--- config.mk ---
export PLATFORM = sky130hd
export DESIGN_NAME = calendar_date_normalizer
export DESIGN_NICKNAME = d
export VERILOG_FILES = /design/src/hw/rtl/cdn_pkg.sv /design/src/hw/rtl/calendar_date_normalizer.sv /design/src/hw/rtl/cdn_ctrl.sv /design/src/hw/rtl/cdn_datapath.sv
export SDC_FILE = /design/constraint.sdc
export NUM_CORES = 1
export LEC_CHECK = 0
export BUFFER_PORTS_ARGS = -buffer_cell sky130_fd_sc_hd__buf_4
export CAP_MARGIN = 25
export CORE_ASPECT_RATIO = 0.5
export CORE_UTILIZATION = 62
export CTS_CLUSTER_DIAMETER = 150
export DETAILED_ROUTE_END_ITERATION = 10
export GPL_ROUTABILITY_DRIVEN = 0
export PLACE_DENSITY = 0.82
export SLEW_MARGIN = 25
export SYNTH_ARGS = -nofsm -noshare
export SYNTH_HDL_FRONTEND = slang
export SYNTH_SLANG_ARGS = --single-unit
--- constraint.sdc ---
create_clock -name clk -period 33.3 [get_ports clk]
set_input_delay 6.66 -clock clk [delete_from_list [all_inputs] [get_ports clk]]
set_output_delay 6.66 -clock clk [all_outputs]
set_load 0.01 [all_outputs]
--- src/hw/rtl/cdn_pkg.sv ---
// ============================================================================
// cdn_pkg
// Shared types, codes and calendar helpers for the calendar date normalizer.
// ============================================================================
package cdn_pkg;

    localparam int YEAR_W   = 14;
    localparam int MONTHS   = 12;

    localparam logic [3:0] MONTH_JAN = 4'd1;
    localparam logic [3:0] MONTH_FEB = 4'd2;
    localparam logic [3:0] MONTH_DEC = 4'd12;

    // Month lengths for a common year, January first.
    localparam logic [4:0] MONTH_LEN [MONTHS] = '{
        5'd31, 5'd28, 5'd31, 5'd30, 5'd31, 5'd30,
        5'd31, 5'd31, 5'd30, 5'd31, 5'd30, 5'd31
    };

    typedef enum logic [2:0] {
        MODE_NORM       = 3'd0,
        MODE_NEXT_MONTH = 3'd1,
        MODE_PREV_MONTH = 3'd2,
        MODE_NEXT_YEAR  = 3'd3,
        MODE_PREV_YEAR  = 3'd4,
        MODE_FIRST      = 3'd5,
        MODE_LAST       = 3'd6,
        MODE_RSVD       = 3'd7
    } mode_t;

    typedef enum logic [3:0] {
        ST_IDLE,
        ST_STEP,
        ST_CLAMP,
        ST_CARRY_S,
        ST_CARRY_M,
        ST_CARRY_H,
        ST_FOLD,
        ST_WALK,
        ST_DONE
    } state_t;

    typedef enum logic [2:0] {
        OP_NONE,
        OP_STEP,
        OP_CLAMP,
        OP_CARRY_S,
        OP_CARRY_M,
        OP_CARRY_H,
        OP_FOLD,
        OP_WALK
    } op_t;

    typedef struct packed {
        logic  load;
        op_t   op;
        logic  done;
    } cmd_t;

    typedef struct packed {
        logic  bad;
        mode_t mode;
        logic  walk_more;
    } status_t;

    // Gregorian leap rule. Divisibility by 25 uses a reciprocal multiply that
    // is exact over the whole 14-bit year range.
    function automatic logic is_leap(input logic [YEAR_W-1:0] y);
        logic [26:0] prod;
        logic [9:0]  q;
        logic        div25;
        prod  = 27'(y) * 27'd5243;
        q     = prod[26:17];
        div25 = ((14'(q) * 14'd25) == y);
        return (y[1:0] == 2'd0) && (!div25 || (y[3:0] == 4'd0));
    endfunction

    function automatic logic [4:0] days_in(input logic [3:0] m,
                                           input logic [YEAR_W-1:0] y);
        logic [3:0] idx;
        logic [4:0] d;
        idx = ((m >= MONTH_JAN) && (m <= MONTH_DEC)) ? (m - 4'd1) : 4'd0;
        d   = MONTH_LEN[idx];
        if ((m == MONTH_FEB) && is_leap(y))
        begin
            d = d + 5'd1;
        end
        return d;
    endfunction

endpackage

--- src/hw/rtl/calendar_date_normalizer.sv ---
// ============================================================================
// calendar_date_normalizer
// Gregorian date and time normalizer and calendar stepper, one word at a time.
// ============================================================================
// Flow: first and last of month and rejected words go from the step straight
// to done; the normalize and year step modes then run the carry steps, the
// fold and the month walk, and the month step modes add a day clamp before
// them. The month walk subtracts one month length per cycle while the day is
// beyond its month. A new word is taken only in idle, after done.
// Reset returns the sequencer to idle; the datapath registers are not reset.
// The receiver cannot stall: done is high for exactly one cycle per word.
// ============================================================================
module calendar_date_normalizer (
    input  logic        clk,
    input  logic        rst_n,
    input  logic        start,
    output logic        busy,
    input  logic [2:0]  mode,
    input  logic [13:0] year_in,
    input  logic [7:0]  month_in,
    input  logic [7:0]  day_in,
    input  logic [7:0]  hour_in,
    input  logic [7:0]  minute_in,
    input  logic [7:0]  second_in,
    output logic        done,
    output logic [13:0] year_out,
    output logic [3:0]  month_out,
    output logic [4:0]  day_out,
    output logic [4:0]  hour_out,
    output logic [5:0]  minute_out,
    output logic [5:0]  second_out,
    output logic        bad_input
);

    // The sequencer issues one operation per cycle to the datapath: a mode
    // step (month or year step, first or last of month, and the range check),
    // an optional day clamp, three carry steps for seconds, minutes and hours,
    // the month fold, and then the month walk, which repeats while the day is
    // beyond the length of its month.
    cdn_pkg::cmd_t    cmd;
    cdn_pkg::status_t status;

    cdn_ctrl u_ctrl (
        .clk    (clk),
        .rst_n  (rst_n),
        .start  (start),
        .status (status),
        .busy   (busy),
        .cmd    (cmd)
    );

    // The datapath holds the word being worked on. Its registers drive the
    // result ports directly, so the result is valid during the cycle that the
    // done strobe marks. A rejected word shows zeros with bad_input set.
    cdn_datapath u_datapath (
        .clk        (clk),
        .cmd        (cmd),
        .mode       (mode),
        .year_in    (year_in),
        .month_in   (month_in),
        .day_in     (day_in),
        .hour_in    (hour_in),
        .minute_in  (minute_in),
        .second_in  (second_in),
        .status     (status),
        .year_out   (year_out),
        .month_out  (month_out),
        .day_out    (day_out),
        .hour_out   (hour_out),
        .minute_out (minute_out),
        .second_out (second_out),
        .bad_input  (bad_input)
    );

    assign done = cmd.done;

endmodule

--- src/hw/rtl/cdn_ctrl.sv ---
// ============================================================================
// cdn_ctrl
// Sequencer that walks one word through step, carry, fold and month walk.
// ============================================================================
module cdn_ctrl (
    input  logic             clk,
    input  logic             rst_n,
    input  logic             start,
    input  cdn_pkg::status_t status,
    output logic             busy,
    output cdn_pkg::cmd_t    cmd
);

    cdn_pkg::state_t state_reg;
    cdn_pkg::state_t state_next;

    always_ff @(posedge clk or negedge rst_n)
    begin
        if (!rst_n)
        begin
            state_reg <= cdn_pkg::ST_IDLE;
        end
        else
        begin
            state_reg <= state_next;
        end
    end

    always_comb
    begin
        state_next = state_reg;
        unique case (state_reg)
            cdn_pkg::ST_IDLE:
            begin
                if (start)
                begin
                    state_next = cdn_pkg::ST_STEP;
                end
            end
            cdn_pkg::ST_STEP:
            begin
                if (status.bad)
                begin
                    state_next = cdn_pkg::ST_DONE;
                end
                else
                begin
                    unique case (status.mode)
                        cdn_pkg::MODE_NORM,
                        cdn_pkg::MODE_NEXT_YEAR,
                        cdn_pkg::MODE_PREV_YEAR:  state_next = cdn_pkg::ST_CARRY_S;
                        cdn_pkg::MODE_NEXT_MONTH,
                        cdn_pkg::MODE_PREV_MONTH: state_next = cdn_pkg::ST_CLAMP;
                        default:                  state_next = cdn_pkg::ST_DONE;
                    endcase
                end
            end
            cdn_pkg::ST_CLAMP:   state_next = cdn_pkg::ST_CARRY_S;
            cdn_pkg::ST_CARRY_S: state_next = cdn_pkg::ST_CARRY_M;
            cdn_pkg::ST_CARRY_M: state_next = cdn_pkg::ST_CARRY_H;
            cdn_pkg::ST_CARRY_H: state_next = cdn_pkg::ST_FOLD;
            cdn_pkg::ST_FOLD:    state_next = cdn_pkg::ST_WALK;
            cdn_pkg::ST_WALK:
            begin
                if (!status.walk_more)
                begin
                    state_next = cdn_pkg::ST_DONE;
                end
            end
            cdn_pkg::ST_DONE:    state_next = cdn_pkg::ST_IDLE;
            default:             state_next = cdn_pkg::ST_IDLE;
        endcase
    end

    always_comb
    begin
        busy     = (state_reg != cdn_pkg::ST_IDLE);
        cmd.load = (state_reg == cdn_pkg::ST_IDLE) && start;
        cmd.done = (state_reg == cdn_pkg::ST_DONE);
        unique case (state_reg)
            cdn_pkg::ST_STEP:    cmd.op = cdn_pkg::OP_STEP;
            cdn_pkg::ST_CLAMP:   cmd.op = cdn_pkg::OP_CLAMP;
            cdn_pkg::ST_CARRY_S: cmd.op = cdn_pkg::OP_CARRY_S;
            cdn_pkg::ST_CARRY_M: cmd.op = cdn_pkg::OP_CARRY_M;
            cdn_pkg::ST_CARRY_H: cmd.op = cdn_pkg::OP_CARRY_H;
            cdn_pkg::ST_FOLD:    cmd.op = cdn_pkg::OP_FOLD;
            cdn_pkg::ST_WALK:    cmd.op = cdn_pkg::OP_WALK;
            default:             cmd.op = cdn_pkg::OP_NONE;
        endcase
    end

endmodule

--- src/hw/rtl/cdn_datapath.sv ---
// ============================================================================
// cdn_datapath
// Working registers for one date word and the arithmetic for each step.
// ============================================================================
module cdn_datapath (
    input  logic                        clk,
    input  cdn_pkg::cmd_t               cmd,
    input  logic [2:0]                  mode,
    input  logic [cdn_pkg::YEAR_W-1:0]  year_in,
    input  logic [7:0]                  month_in,
    input  logic [7:0]                  day_in,
    input  logic [7:0]                  hour_in,
    input  logic [7:0]                  minute_in,
    input  logic [7:0]                  second_in,
    output cdn_pkg::status_t            status,
    output logic [cdn_pkg::YEAR_W-1:0]  year_out,
    output logic [3:0]                  month_out,
    output logic [4:0]                  day_out,
    output logic [4:0]                  hour_out,
    output logic [5:0]                  minute_out,
    output logic [5:0]                  second_out,
    output logic                        bad_input
);

    // Quotient by 60 of a value below 300.
    function automatic logic [2:0] div60(input logic [8:0] v);
        logic [2:0] q;
        q = 3'd0;
        for (int k = 1; k <= 4; k++)
        begin
            if (v >= 9'(60 * k))
            begin
                q = 3'(k);
            end
        end
        return q;
    endfunction

    // Quotient by 24 of a value below 264.
    function automatic logic [3:0] div24(input logic [8:0] v);
        logic [3:0] q;
        q = 4'd0;
        for (int k = 1; k <= 10; k++)
        begin
            if (v >= 9'(24 * k))
            begin
                q = 4'(k);
            end
        end
        return q;
    endfunction

    cdn_pkg::mode_t              mode_reg,   mode_next;
    logic [cdn_pkg::YEAR_W-1:0]  year_reg,   year_next;
    logic [7:0]                  month_reg,  month_next;
    logic [8:0]                  day_reg,    day_next;
    logic [8:0]                  hour_reg,   hour_next;
    logic [8:0]                  minute_reg, minute_next;
    logic [7:0]                  second_reg, second_next;
    logic                        bad_reg,    bad_next;

    logic [4:0]  dim;
    logic        walk_more;
    logic        bad_now;
    logic [2:0]  q60_s;
    logic [2:0]  q60_m;
    logic [3:0]  q24;
    logic [7:0]  m1;
    logic [12:0] fold_prod;
    logic [5:0]  fold_q;
    logic [7:0]  fold_rem;

    always_ff @(posedge clk)
    begin
        mode_reg   <= mode_next;
        year_reg   <= year_next;
        month_reg  <= month_next;
        day_reg    <= day_next;
        hour_reg   <= hour_next;
        minute_reg <= minute_next;
        second_reg <= second_next;
        bad_reg    <= bad_next;
    end

    always_comb
    begin
        dim       = cdn_pkg::days_in(month_reg[3:0], year_reg);
        walk_more = (day_reg > 9'(dim));
        bad_now   = (mode_reg != cdn_pkg::MODE_NORM) &&
                    ((mode_reg == cdn_pkg::MODE_RSVD) ||
                     (month_reg < 8'(cdn_pkg::MONTH_JAN)) ||
                     (month_reg > 8'(cdn_pkg::MONTH_DEC)));
        q60_s     = div60({1'b0, second_reg});
        q60_m     = div60(minute_reg);
        q24       = div24(hour_reg);
        // (month - 1) / 12 taken as ((month - 1) / 4) / 3 with a reciprocal.
        m1        = month_reg - 8'd1;
        fold_prod = 13'(m1[7:2]) * 13'd43;
        fold_q    = fold_prod[12:7];
        fold_rem  = m1 - 8'(fold_q) * 8'd12;
    end

    always_comb
    begin
        mode_next   = mode_reg;
        year_next   = year_reg;
        month_next  = month_reg;
        day_next    = day_reg;
        hour_next   = hour_reg;
        minute_next = minute_reg;
        second_next = second_reg;
        bad_next    = bad_reg;

        if (cmd.load)
        begin
            mode_next   = cdn_pkg::mode_t'(mode);
            year_next   = year_in;
            month_next  = month_in;
            day_next    = {1'b0, day_in};
            hour_next   = {1'b0, hour_in};
            minute_next = {1'b0, minute_in};
            second_next = second_in;
            bad_next    = 1'b0;
        end
        else
        begin
            unique case (cmd.op)
                cdn_pkg::OP_STEP:
                begin
                    bad_next = bad_now;
                    unique case (mode_reg)
                        cdn_pkg::MODE_NEXT_MONTH:
                        begin
                            if (month_reg < 8'(cdn_pkg::MONTH_DEC))
                            begin
                                month_next = month_reg + 8'd1;
                            end
                            else
                            begin
                                month_next = 8'(cdn_pkg::MONTH_JAN);
                                year_next  = year_reg + 14'd1;
                            end
                        end
                        cdn_pkg::MODE_PREV_MONTH:
                        begin
                            if (month_reg > 8'(cdn_pkg::MONTH_JAN))
                            begin
                                month_next = month_reg - 8'd1;
                            end
                            else
                            begin
                                month_next = 8'(cdn_pkg::MONTH_DEC);
                                year_next  = year_reg - 14'd1;
                            end
                        end
                        cdn_pkg::MODE_NEXT_YEAR: year_next = year_reg + 14'd1;
                        cdn_pkg::MODE_PREV_YEAR: year_next = year_reg - 14'd1;
                        cdn_pkg::MODE_FIRST,
                        cdn_pkg::MODE_LAST:
                        begin
                            day_next    = (mode_reg == cdn_pkg::MODE_FIRST) ?
                                          9'd1 : 9'(dim);
                            hour_next   = 9'd0;
                            minute_next = 9'd0;
                            second_next = 8'd0;
                        end
                        default:
                        begin
                        end
                    endcase
                end
                cdn_pkg::OP_CLAMP:
                begin
                    if (walk_more)
                    begin
                        day_next = 9'(dim);
                    end
                end
                cdn_pkg::OP_CARRY_S:
                begin
                    second_next = 8'({1'b0, second_reg} - 9'(q60_s) * 9'd60);
                    minute_next = minute_reg + 9'(q60_s);
                end
                cdn_pkg::OP_CARRY_M:
                begin
                    minute_next = minute_reg - 9'(q60_m) * 9'd60;
                    hour_next   = hour_reg + 9'(q60_m);
                end
                cdn_pkg::OP_CARRY_H:
                begin
                    hour_next = hour_reg - 9'(q24) * 9'd24;
                    day_next  = day_reg + 9'(q24);
                end
                cdn_pkg::OP_FOLD:
                begin
                    if (month_reg == 8'd0)
                    begin
                        year_next  = year_reg - 14'd1;
                        month_next = 8'(cdn_pkg::MONTH_DEC);
                    end
                    else
                    begin
                        year_next  = year_reg + 14'(fold_q);
                        month_next = fold_rem + 8'd1;
                    end
                end
                cdn_pkg::OP_WALK:
                begin
                    if (walk_more)
                    begin
                        day_next = day_reg - 9'(dim);
                        if (month_reg < 8'(cdn_pkg::MONTH_DEC))
                        begin
                            month_next = month_reg + 8'd1;
                        end
                        else
                        begin
                            month_next = 8'(cdn_pkg::MONTH_JAN);
                            year_next  = year_reg + 14'd1;
                        end
                    end
                end
                default:
                begin
                end
            endcase
        end
    end

    always_comb
    begin
        status.bad       = bad_now;
        status.mode      = mode_reg;
        status.walk_more = walk_more;

        bad_input  = bad_reg;
        year_out   = bad_reg ? '0 : year_reg;
        month_out  = bad_reg ? '0 : month_reg[3:0];
        day_out    = bad_reg ? '0 : day_reg[4:0];
        hour_out   = bad_reg ? '0 : hour_reg[4:0];
        minute_out = bad_reg ? '0 : minute_reg[5:0];
        second_out = bad_reg ? '0 : second_reg[5:0];
    end

endmodule
**Word level (Yosys, flattened, before mapping)**

Memory sizes are Yosys's and may differ from the RTL's.
Cells that the tools add are included.

- Input bits: 60
- Logic and storage cells: 197
- Memory bits (read-only): 80
- Register bits after elaboration: 65
- Output and inout bits: 43
- Memories kept: 1

- Bitwise operators: 1
- Mux-type cells: 62
- Equal/unequal tests: 35
- $lt $le $gt $ge: 26
- Add/subtract/negate cells: 16
- Reductions and logical operators: 37
- Multiply operators: 7

Memories:

| memory | depth | width | rd ports | clocked after Yosys merged registers in | write ports | line | source |
|---|---|---|---|---|---|---|---|
| (no name shown) | 16 | 5 | 1 | 0 | 0 | cdn_pkg.sv:83 | `d = MONTH_LEN[idx];` |

Operators by type and width:

| cell | count |
|---|---|
| $mux 14 | 6 |
| $mux 8 | 10 |
| $ge 9x8->1 const B | 7 |
| $pmux 14 s4 | 1 |
| $pmux 9 s3 | 2 |
| $pmux 14 s3 | 1 |
| $ge 9x7->1 const B | 4 |
| $mux 9 | 4 |
| $pmux 9 s4 | 1 |
| $mux 4 | 8 |
| $pmux 4 s8 | 1 |
| $pmux 8 s2 | 2 |
| $mux 5 | 6 |
| $mul 14x13->27 const B | 1 |
| $eq 3x3->1 const B | 8 |
| $pmux 8 s3 | 1 |
| $pmux 3 s7 | 1 |
| $reduce_bool 4->1 | 5 |
| $add 9x3->9 | 2 |
| $ge 9x6->1 const B | 2 |
| $mux 3 | 6 |
| $sub 9x9->9 | 2 |
| $add 8x1->8 const B | 2 |
| $eq 4x3->1 const B | 4 |
| 58 further kinds | 97 |

**Depth between registers and ports, before layout**

Gate-level depths: netlist of run 1.

- Depth after elaboration: 15
- Depth in mapped cells: 47
- Mapped depth without buffers: 45

**Hierarchy**

A second synthesis of run 1 with hierarchy kept.

- Cell total of the unflattened synthesis: 1546
- Area total of the unflattened synthesis: 13218.9 um2

By module, submodules not included:

| module | cells each | seq. area each (um2) | area an instance (um2) | times used |
|---|---|---|---|---|
| cdn_datapath | 1511 | 1791.7 | 12867.3 | 1 |
| cdn_ctrl | 35 | 100.1 | 351.6 | 1 |

**Least setup slack after synthesis of run 1**

OpenSTA, ideal clock, no wires.

- Path type: register to register
- From: reg u_datapath.year_reg[11] (netlist bit)
- To: reg u_datapath.year_reg[0] (netlist bit) (enable)
- Library setup time: 0.407 ns
- Stages on the path, launching flop included: 46
- Arrival time: 10.550 ns
- Required time: 32.893 ns
- Setup slack: 22.343 ns
- Period minus slack after synthesis: 10.957 ns
- Cell sequence: edfxtp_1 > inv_1 > fa_1 > inv_1 > ha_1 > inv_1 > fa_1 > inv_1 > fa_1 > inv_1 > fa_1 > inv_1 > ha_1 > a21oi_1 > nor2b_1 > o21ai_0 > nand2_1 > or3_1 > (+10 left out) > a31o_1 > a21oi_1 > xnor2_1 > nor4_2 > a31oi_1 > mux2_4 > inv_1 > ha_1 > nor2b_1 > o21ai_0 > nand2b_1 > a21o_1 > a21o_1 > o22ai_1 > and3b_1 > clkbuf_1 > o21ai_0 > a21boi_0

- Cells in the longest elaborated chain, start to end: 11

RTL lines:

| element | line | source |
|---|---|---|
| start, declared | cdn_datapath.sv:54 | `logic [cdn_pkg::YEAR_W-1:0] year_reg, year_next;` |
| start signal, assigned | cdn_datapath.sv:76 | `year_reg <= year_next;` |
| $mul 14x13->27 | cdn_pkg.sv:72 | `prod = 27'(y) * 27'd5243;` |
| $mul 10x5->14 | cdn_pkg.sv:74 | `div25 = ((14'(q) * 14'd25) == y);` |
| $eq 14x14->1 (*) | cdn_pkg.sv:74 |  |
| $logic_not 1->1 (*) | cdn_pkg.sv:75 | `return (y[1:0] == 2'd0) && (!div25 \|\| (y[3:0] == 4'd0));` |
| $logic_or 1x1->1 (*) | cdn_pkg.sv:75 |  |
| $logic_and 1x1->1 (*) | cdn_pkg.sv:75 |  |
| $logic_and 1x1->1 (*) | cdn_pkg.sv:84 | `if ((m == MONTH_FEB) && is_leap(y))` |
| $mux 5 (*) | cdn_pkg.sv:84 |  |
| $gt 9x5->1 (*) | cdn_datapath.sv:88 | `walk_more = (day_reg > 9'(dim));` |
| $ne 3x2->1 (no source line) (*) | n/a |  |
| $reduce_and 4->1 (no source line) (*) | n/a |  |

Mark *: on every way between the ends. The rest lies on a longest branch, timed or not.
A chain may end at the register's enable or synchronous reset.

**Final worst setup path of run 1**

- From: reg u_datapath.year_reg[12] (netlist bit)
- To: reg u_datapath.month_reg[2] (enable)

- Cells in the longest elaborated chain, start to end: 11

RTL lines:

| element | line | source |
|---|---|---|
| $mul 14x13->27 | cdn_pkg.sv:72 |  |
| $mul 10x5->14 | cdn_pkg.sv:74 |  |
| $eq 14x14->1 (*) | cdn_pkg.sv:74 |  |
| $logic_not 1->1 (*) | cdn_pkg.sv:75 |  |
| $logic_or 1x1->1 (*) | cdn_pkg.sv:75 |  |
| $logic_and 1x1->1 (*) | cdn_pkg.sv:75 |  |
| $logic_and 1x1->1 (*) | cdn_pkg.sv:84 |  |
| $mux 5 (*) | cdn_pkg.sv:84 |  |
| $gt 9x5->1 (*) | cdn_datapath.sv:88 |  |
| $ne 3x2->1 (no source line) (*) | n/a |  |
| $reduce_and 3->1 (no source line) (*) | n/a |  |
| end signal, assigned | cdn_datapath.sv:77 | `month_reg <= month_next;` |
| end, declared | cdn_datapath.sv:55 | `logic [7:0] month_reg, month_next;` |

Marks and branches as above.

==> flow_summary.ini, run 1 <==
[timing]
timing.final.crit_share_pct = 35.2
worst_slew_pin_slew_ns = 1.12
maxSlewHeadroom_pct = 25.3
fin_setup_tns_ns = 0
finalHoldViolations = 0
timing.fmax_mhz = 85.4
setup_viol = 0
grt_setup_unrepaired = no
drv_slew = 0
fin_crit_ns = 11.71
clock_skew_ns = 0.00354

[clock_network]
cts_max_path_buffers = 2
hold_buffers = 0
htreeDepth = 3
cts_buffers = 9
cts_setup_buffers = 0
clock_sinks = 65
cts_tree = done
clk_latency_ns = 0.34
clk_pin_slew_worst_paths_ns = 0.06
root_buffer = clkbuf_16
cts_resized = 0

[critical_path]
worstSetupStartpoint = u_datapath.year_reg[12]$_DFFE_PP_
crit_type = flop to flop
cp-start-kind = flop
critPathSlowestCell = edfxtp_1
reg2reg_from = u_datapath.year_reg[12]$_DFFE_PP_
reg2reg_setup_slack_ns = 21.59
end_kind = flop
r2r_cells = 44
cp.arrival_ns = 11.68
r2r_end = u_datapath.month_reg[2]$_DFFE_PP_
cp_common_cell = inv_1
max_stage_delay_ns = 0.68
critPathMaxFanout = 10
cp-endpoint = u_datapath.month_reg[2]$_DFFE_PP_
crit_required_ns = 33.27

[synth]
synth_compound_area_share_pct = 16.7
ys_ff_latch = 65
ys_types = 69
netlist_instances = 1501
synth-edff-count = 57
ys_seq_area_share_pct = 14.8
synthXorXnorAreaFrac_pct = 8.72
synthArstFlopShare_pct = 6.15
synth_area_um2 = 12800
avgSynthCellArea_um2 = 8.50
syn-num-nets = 1885
yosysWarnings = 0
synthSimpleGateAreaFrac_pct = 14.7
synth_mux_area_share_pct = 0.588
synthAdderAreaFrac_pct = 36.9
synth_top_family_by_area = adder cells
synth_flop_cell = edfxtp_1

[placement]
dp_hpwl_um = 27100
numPortBuffers = 102

[status]
outcome = completed

[grt]
grt_pass1_wl_um = 55200
grt_max_degree = 49
grt_overflow_total = 0
grt_use_total_pct = 33.1
grt_pass1_vias = 11300
antenna_found_initial = 0

[hold_path]
hold_depth = 2
hold_path_class = flop to flop

[detailed_routing]
vias_per_cell = 6.25
wirelength_um = 34400
route.detailed.drc = 0
drt_iter0_drc = 1044
drtPass1Iterations = 6
post_drt_wl_per_cell_um = 18.8
ant_nets = 0
vias = 11400

[floorplan]
ios = 103
initial_utilization_pct = 64.4
core_um2 = 19800
die_w_um = 205
die-area_um2 = 21200
rows = 36
die_h_um = 103

[cells_and_area]
fillCellCount = 1501
largest_reg_flops = 14
antenna-diode-count = 0
drive_above_1_share_pct = 8.69
final_nets = 1944
synthToLayoutAreaGrowth_pct = 9.41

[job]
cap_viol_max_count = 0
==> synth_stat cells, drive strengths merged, types with 15 or more instances <==
library cell | number | share of area (%)
inv | 196 | 5.8
a21oi | 72 | 2.8
nand2b | 18 | 0.88
xnor2 | 87 | 6.0
fa | 84 | 13
nor2b | 33 | 1.6
nor3 | 18 | 0.71
ha | 240 | 24
nand3 | 33 | 1.3
a31oi | 22 | 1.1
nand2 | 108 | 3.2
nor2 | 120 | 3.5
o21ai | 80 | 3.1
xor2 | 40 | 2.7
edfxtp | 57 | 13
clkbuf | 55 | 1.6
o221ai | 18 | 1.2
and3 | 15 | 0.74
a21o | 24 | 1.4
==> metrics by stage <==
step	cell area, um2	hold WS, ns	util [%]	setup slack [ns]	instances
2_1_floorplan	12800	0.633	-	22.34	1501
3_3_place_gp	13700	0.576	69.0	21.87	1815
3_5_place_dp	13700	0.609	69.0	21.53	1815
4_1_cts	14000	0.623	70.5	21.45	1831
5_1_grt	14000	0.672	70.5	20.89	1831
6_report	14000	0.623	70.5	21.59	1831
==> kinds of logic (layout without fill, tap and decap cells) <==
group,count (synthesis),in the layout
fa+ha+maj,326,326
simple gates,396,396
compound gates,324,324
xor+xnor,127,127
buf+inv,256,320
mux,7,7
flops,65,65
==> layout make-up <==
cell class | instances | area, um2 | share of cell area (%)
multi-input cells | 1180 | 9900 | 70.9
flip-flops and latches | 65 | 1890 | 13.6
repair buffers | 107 | 803 | 5.75
well taps | 266 | 333 | 2.38
clock buffers | 9 | 225 | 1.61
clock inverters | 7 | 68.8 | 0.493
inverters | 197 | 739 | 5.30
==> layer usage <==
layer	wire length, um	vias up	track usage, %
li1	-	5305	-
met1	14400	5428	42.7
met2	15900	603	55.6
met3	2940	100	5.64
met4	1080	0	14.3
met5	0	-	0
==> placed cells by master, fill, tap and decap left out, types with 40 or more instances in the layout <==
master	Yosys	routed
o21ai_0	80	79
a21oi_1	72	72
nor2_1	120	120
edfxtp_1	57	57
ha_1	240	240
inv_1	196	195
buf_4	0	107
xor2_1	40	40
fa_1	84	84
nand2_1	108	108
xnor2_1	87	87
==> worst max-delay path: cells and delay by family (launching register included) <==
family,cells,cell delay (ns)
buffers and inverters,9,0.71
AOI/OAI and AO/OA,14,3.22
and+or+nand+nor,7,1.55
adders and majority gates,11,4.48
xor gates and xnor gates,2,0.37
muxes,1,0.30
DFF,1,0.68
==> how the worst min path moves through the flow <==
stage	from	endpoint	slack (ns)
2_1_floorplan	u_datapath.minute_reg[8]$_SDFFE_PP0P_	u_datapath.minute_reg[8]$_SDFFE_PP0P_	0.63
3_3_place_gp	u_datapath.minute_reg[8]$_SDFFE_PP0P_	u_datapath.minute_reg[8]$_SDFFE_PP0P_	0.58
3_5_place_dp	u_datapath.minute_reg[8]$_SDFFE_PP0P_	u_datapath.minute_reg[8]$_SDFFE_PP0P_	0.61
4_1_cts	u_datapath.minute_reg[8]$_SDFFE_PP0P_	u_datapath.minute_reg[8]$_SDFFE_PP0P_	0.62
5_1_grt	u_datapath.minute_reg[8]$_SDFFE_PP0P_	u_datapath.minute_reg[8]$_SDFFE_PP0P_	0.67
6_report	u_datapath.minute_reg[8]$_SDFFE_PP0P_	u_datapath.minute_reg[8]$_SDFFE_PP0P_	0.62
Power of run 1 is not shown: default switching activity piles up to over one toggle a cycle in this logic, so the estimate is an artifact.
==> run 2: changes to the inputs <==
==> constraint.sdc (replaced) <==
create_clock -name clk -period 12.2 [get_ports clk]
set_input_delay 2.44 -clock clk [delete_from_list [all_inputs] [get_ports clk]]
set_output_delay 2.44 -clock clk [all_outputs]
set_load 0.01 [all_outputs]
==> run 2 against run 1 <==
- cell count grew 0.16%
- register-to-register slack lost 21 ns
- via count shrank 0.89%
- utilization grew 0.26 points
- sequential share of layout area is essentially flat
- die area is the same
- critical path type unchanged
==> flow_summary.ini, run 2 (same netlist as run 1, synthesis figures left out) <==
[clock_network]
clk_latency_ns = 0.35
root_buffer = clkbuf_16
cts_tree = done
clk_pin_slew_worst_paths_ns = 0.06
cts_buffers = 9
cts_max_path_buffers = 2
cts_setup_buffers = 0
clock_sinks = 65
hold_buffers = 0
htreeDepth = 3

[hold_path]
hold_path_class = flop to flop
hp-start = u_datapath.minute_reg[8]$_SDFFE_PP0P_

[grt]
grt_use_total_pct = 32.7
grt_max_degree = 49
grt_overflow_total = 0
grt_pass1_wl_um = 54800
antenna_found_initial = 0
grt_pass1_vias = 11100

[cells_and_area]
fin_cells = 1834
antenna-diode-count = 0
final_area_um2 = 14000
largest_reg_flops = 14
drive_above_1_share_pct = 8.93
final_nets = 1947
final_common_cell = ha_1
synthToLayoutAreaGrowth_pct = 9.81
fin_util_pct = 70.7
layout_common_cells = ha_1 (240), inv_1 (195), nor2_1 (120), buf_4 (110), nand2_1 (108)

[job]
cap_viol_max_count = 0

[detailed_routing]
drtPass1Iterations = 6
wirelength_um = 34000
ant_nets = 0
wl_met2_um = 16000
wl_met3_um = 2860
route.detailed.drc = 0
vias_per_cell = 6.18
top_layer = met4
post_drt_wl_per_cell_um = 18.6
drt_iter0_drc = 968
met1Wirelength_um = 14300
vias = 11300

[timing]
timing.fmax_mhz = 86.4
maxSlewHeadroom_pct = 28.5
setup_viol = 0
drv_slew = 0
grt_setup_unrepaired = no
timing.final.crit_share_pct = 94.9
fin_setup_tns_ns = 0
clock_skew_ns = 0.00669
worst_slew_pin_slew_ns = 1.07
fin_crit_ns = 11.58
finalHoldViolations = 0

[critical_path]
worstSetupStartpoint = u_datapath.year_reg[12]$_DFFE_PP_
end_kind = flop
cp_num_buf_inv = 10
critPathSlowestCell = edfxtp_1
crit_required_ns = 12.29
cp_common_cell = inv_1
cp-start-kind = flop
reg2reg_from = u_datapath.year_reg[12]$_DFFE_PP_
cp.arrival_ns = 11.67
max_stage_delay_ns = 0.64
crit_family = adder cells
crit_type = flop to flop
critPathMaxFanout = 14

[placement]
dpl_cell_area_um2 = 13700
numPortBuffers = 102
dp_hpwl_um = 26900
dp_cells = 1818

[status]
outcome = completed

[floorplan]
die_w_um = 205
rows = 36
initial_utilization_pct = 64.4
die-area_um2 = 21200
ios = 103
core_um2 = 19800
die_h_um = 103
==> run 2: cell count changes in the layout (fill, tap and decap cells not counted), sizes merged <==
cell,previous run,this run
clkbuf,9,10
bufinv,1,2
buf,107,110
inv,197,196
clkinv,5,4
==> run 2: final timing paths <==
path                                                    endpoint  slack, ns  depth (start not counted)
max in group asynchronous        u_ctrl.state_reg[3]$_DFFE_PN0P_      10.20                          1
hold reg to reg            u_datapath.minute_reg[8]$_SDFFE_PP0P_       0.61                          2
hold / removal             u_datapath.minute_reg[8]$_SDFFE_PP0P_       0.61                          2
setup / recovery                u_datapath.year_reg[9]$_DFFE_PP_       0.62                         45
setup reg to reg                u_datapath.year_reg[9]$_DFFE_PP_       0.62                         45
min in group asynchronous        u_ctrl.state_reg[1]$_DFFE_PN0P_       1.88                          1
==> run 2: per-layer routing <==
layer | vias to the layer above | track usage, %
li1 | 5329 | -
met1 | 5359 | 42.6
met2 | 556 | 55.7
met3 | 90 | 5.04
met4 | 0 | 12.5
met5 | - | 0
==> run 2: metrics by stage <==
step                worst slack (ns)  hold WS [ns]
floorplan                       1.24         0.633
finish                         0.623         0.610
global placement               0.891         0.575
CTS                            0.488         0.605
global route                  0.0168         0.660
detailed placement             0.548         0.592
==> run 2: worst reg2reg max path: cells and delay by family, from the launching register on <==
kind	cells	cell delay [ns]
multiplexers	1	0.39
XOR/XNOR	2	0.41
AND/OR/NAND/NOR	7	1.55
adder cells (fa/ha/maj)	11	4.47
AO/OA/AOI/OAI	14	2.87
flip-flops	1	0.64
buffers and inverters	10	1.01
==> run 2: final cells by class <==
class / count / area [um2]
fill: 1535 / 5800
clock buffer: 10 / 229
tap: 266 / 333
clock inverter: 6 / 90.1
sequential: 65 / 1890
inverter: 197 / 739
timing repair buffer: 110 / 826
multi-input combinational: 1180 / 9900
==> run 2: repair_timing <==
| item | CTS | global route |
|---|---|---|
| endpoints found under the setup margin | 0 | 8 |
| hold endpoints to repair | 0 | 0 |
| resized for setup | 0 | 1 |
Power of run 2 is left out for the same reason.
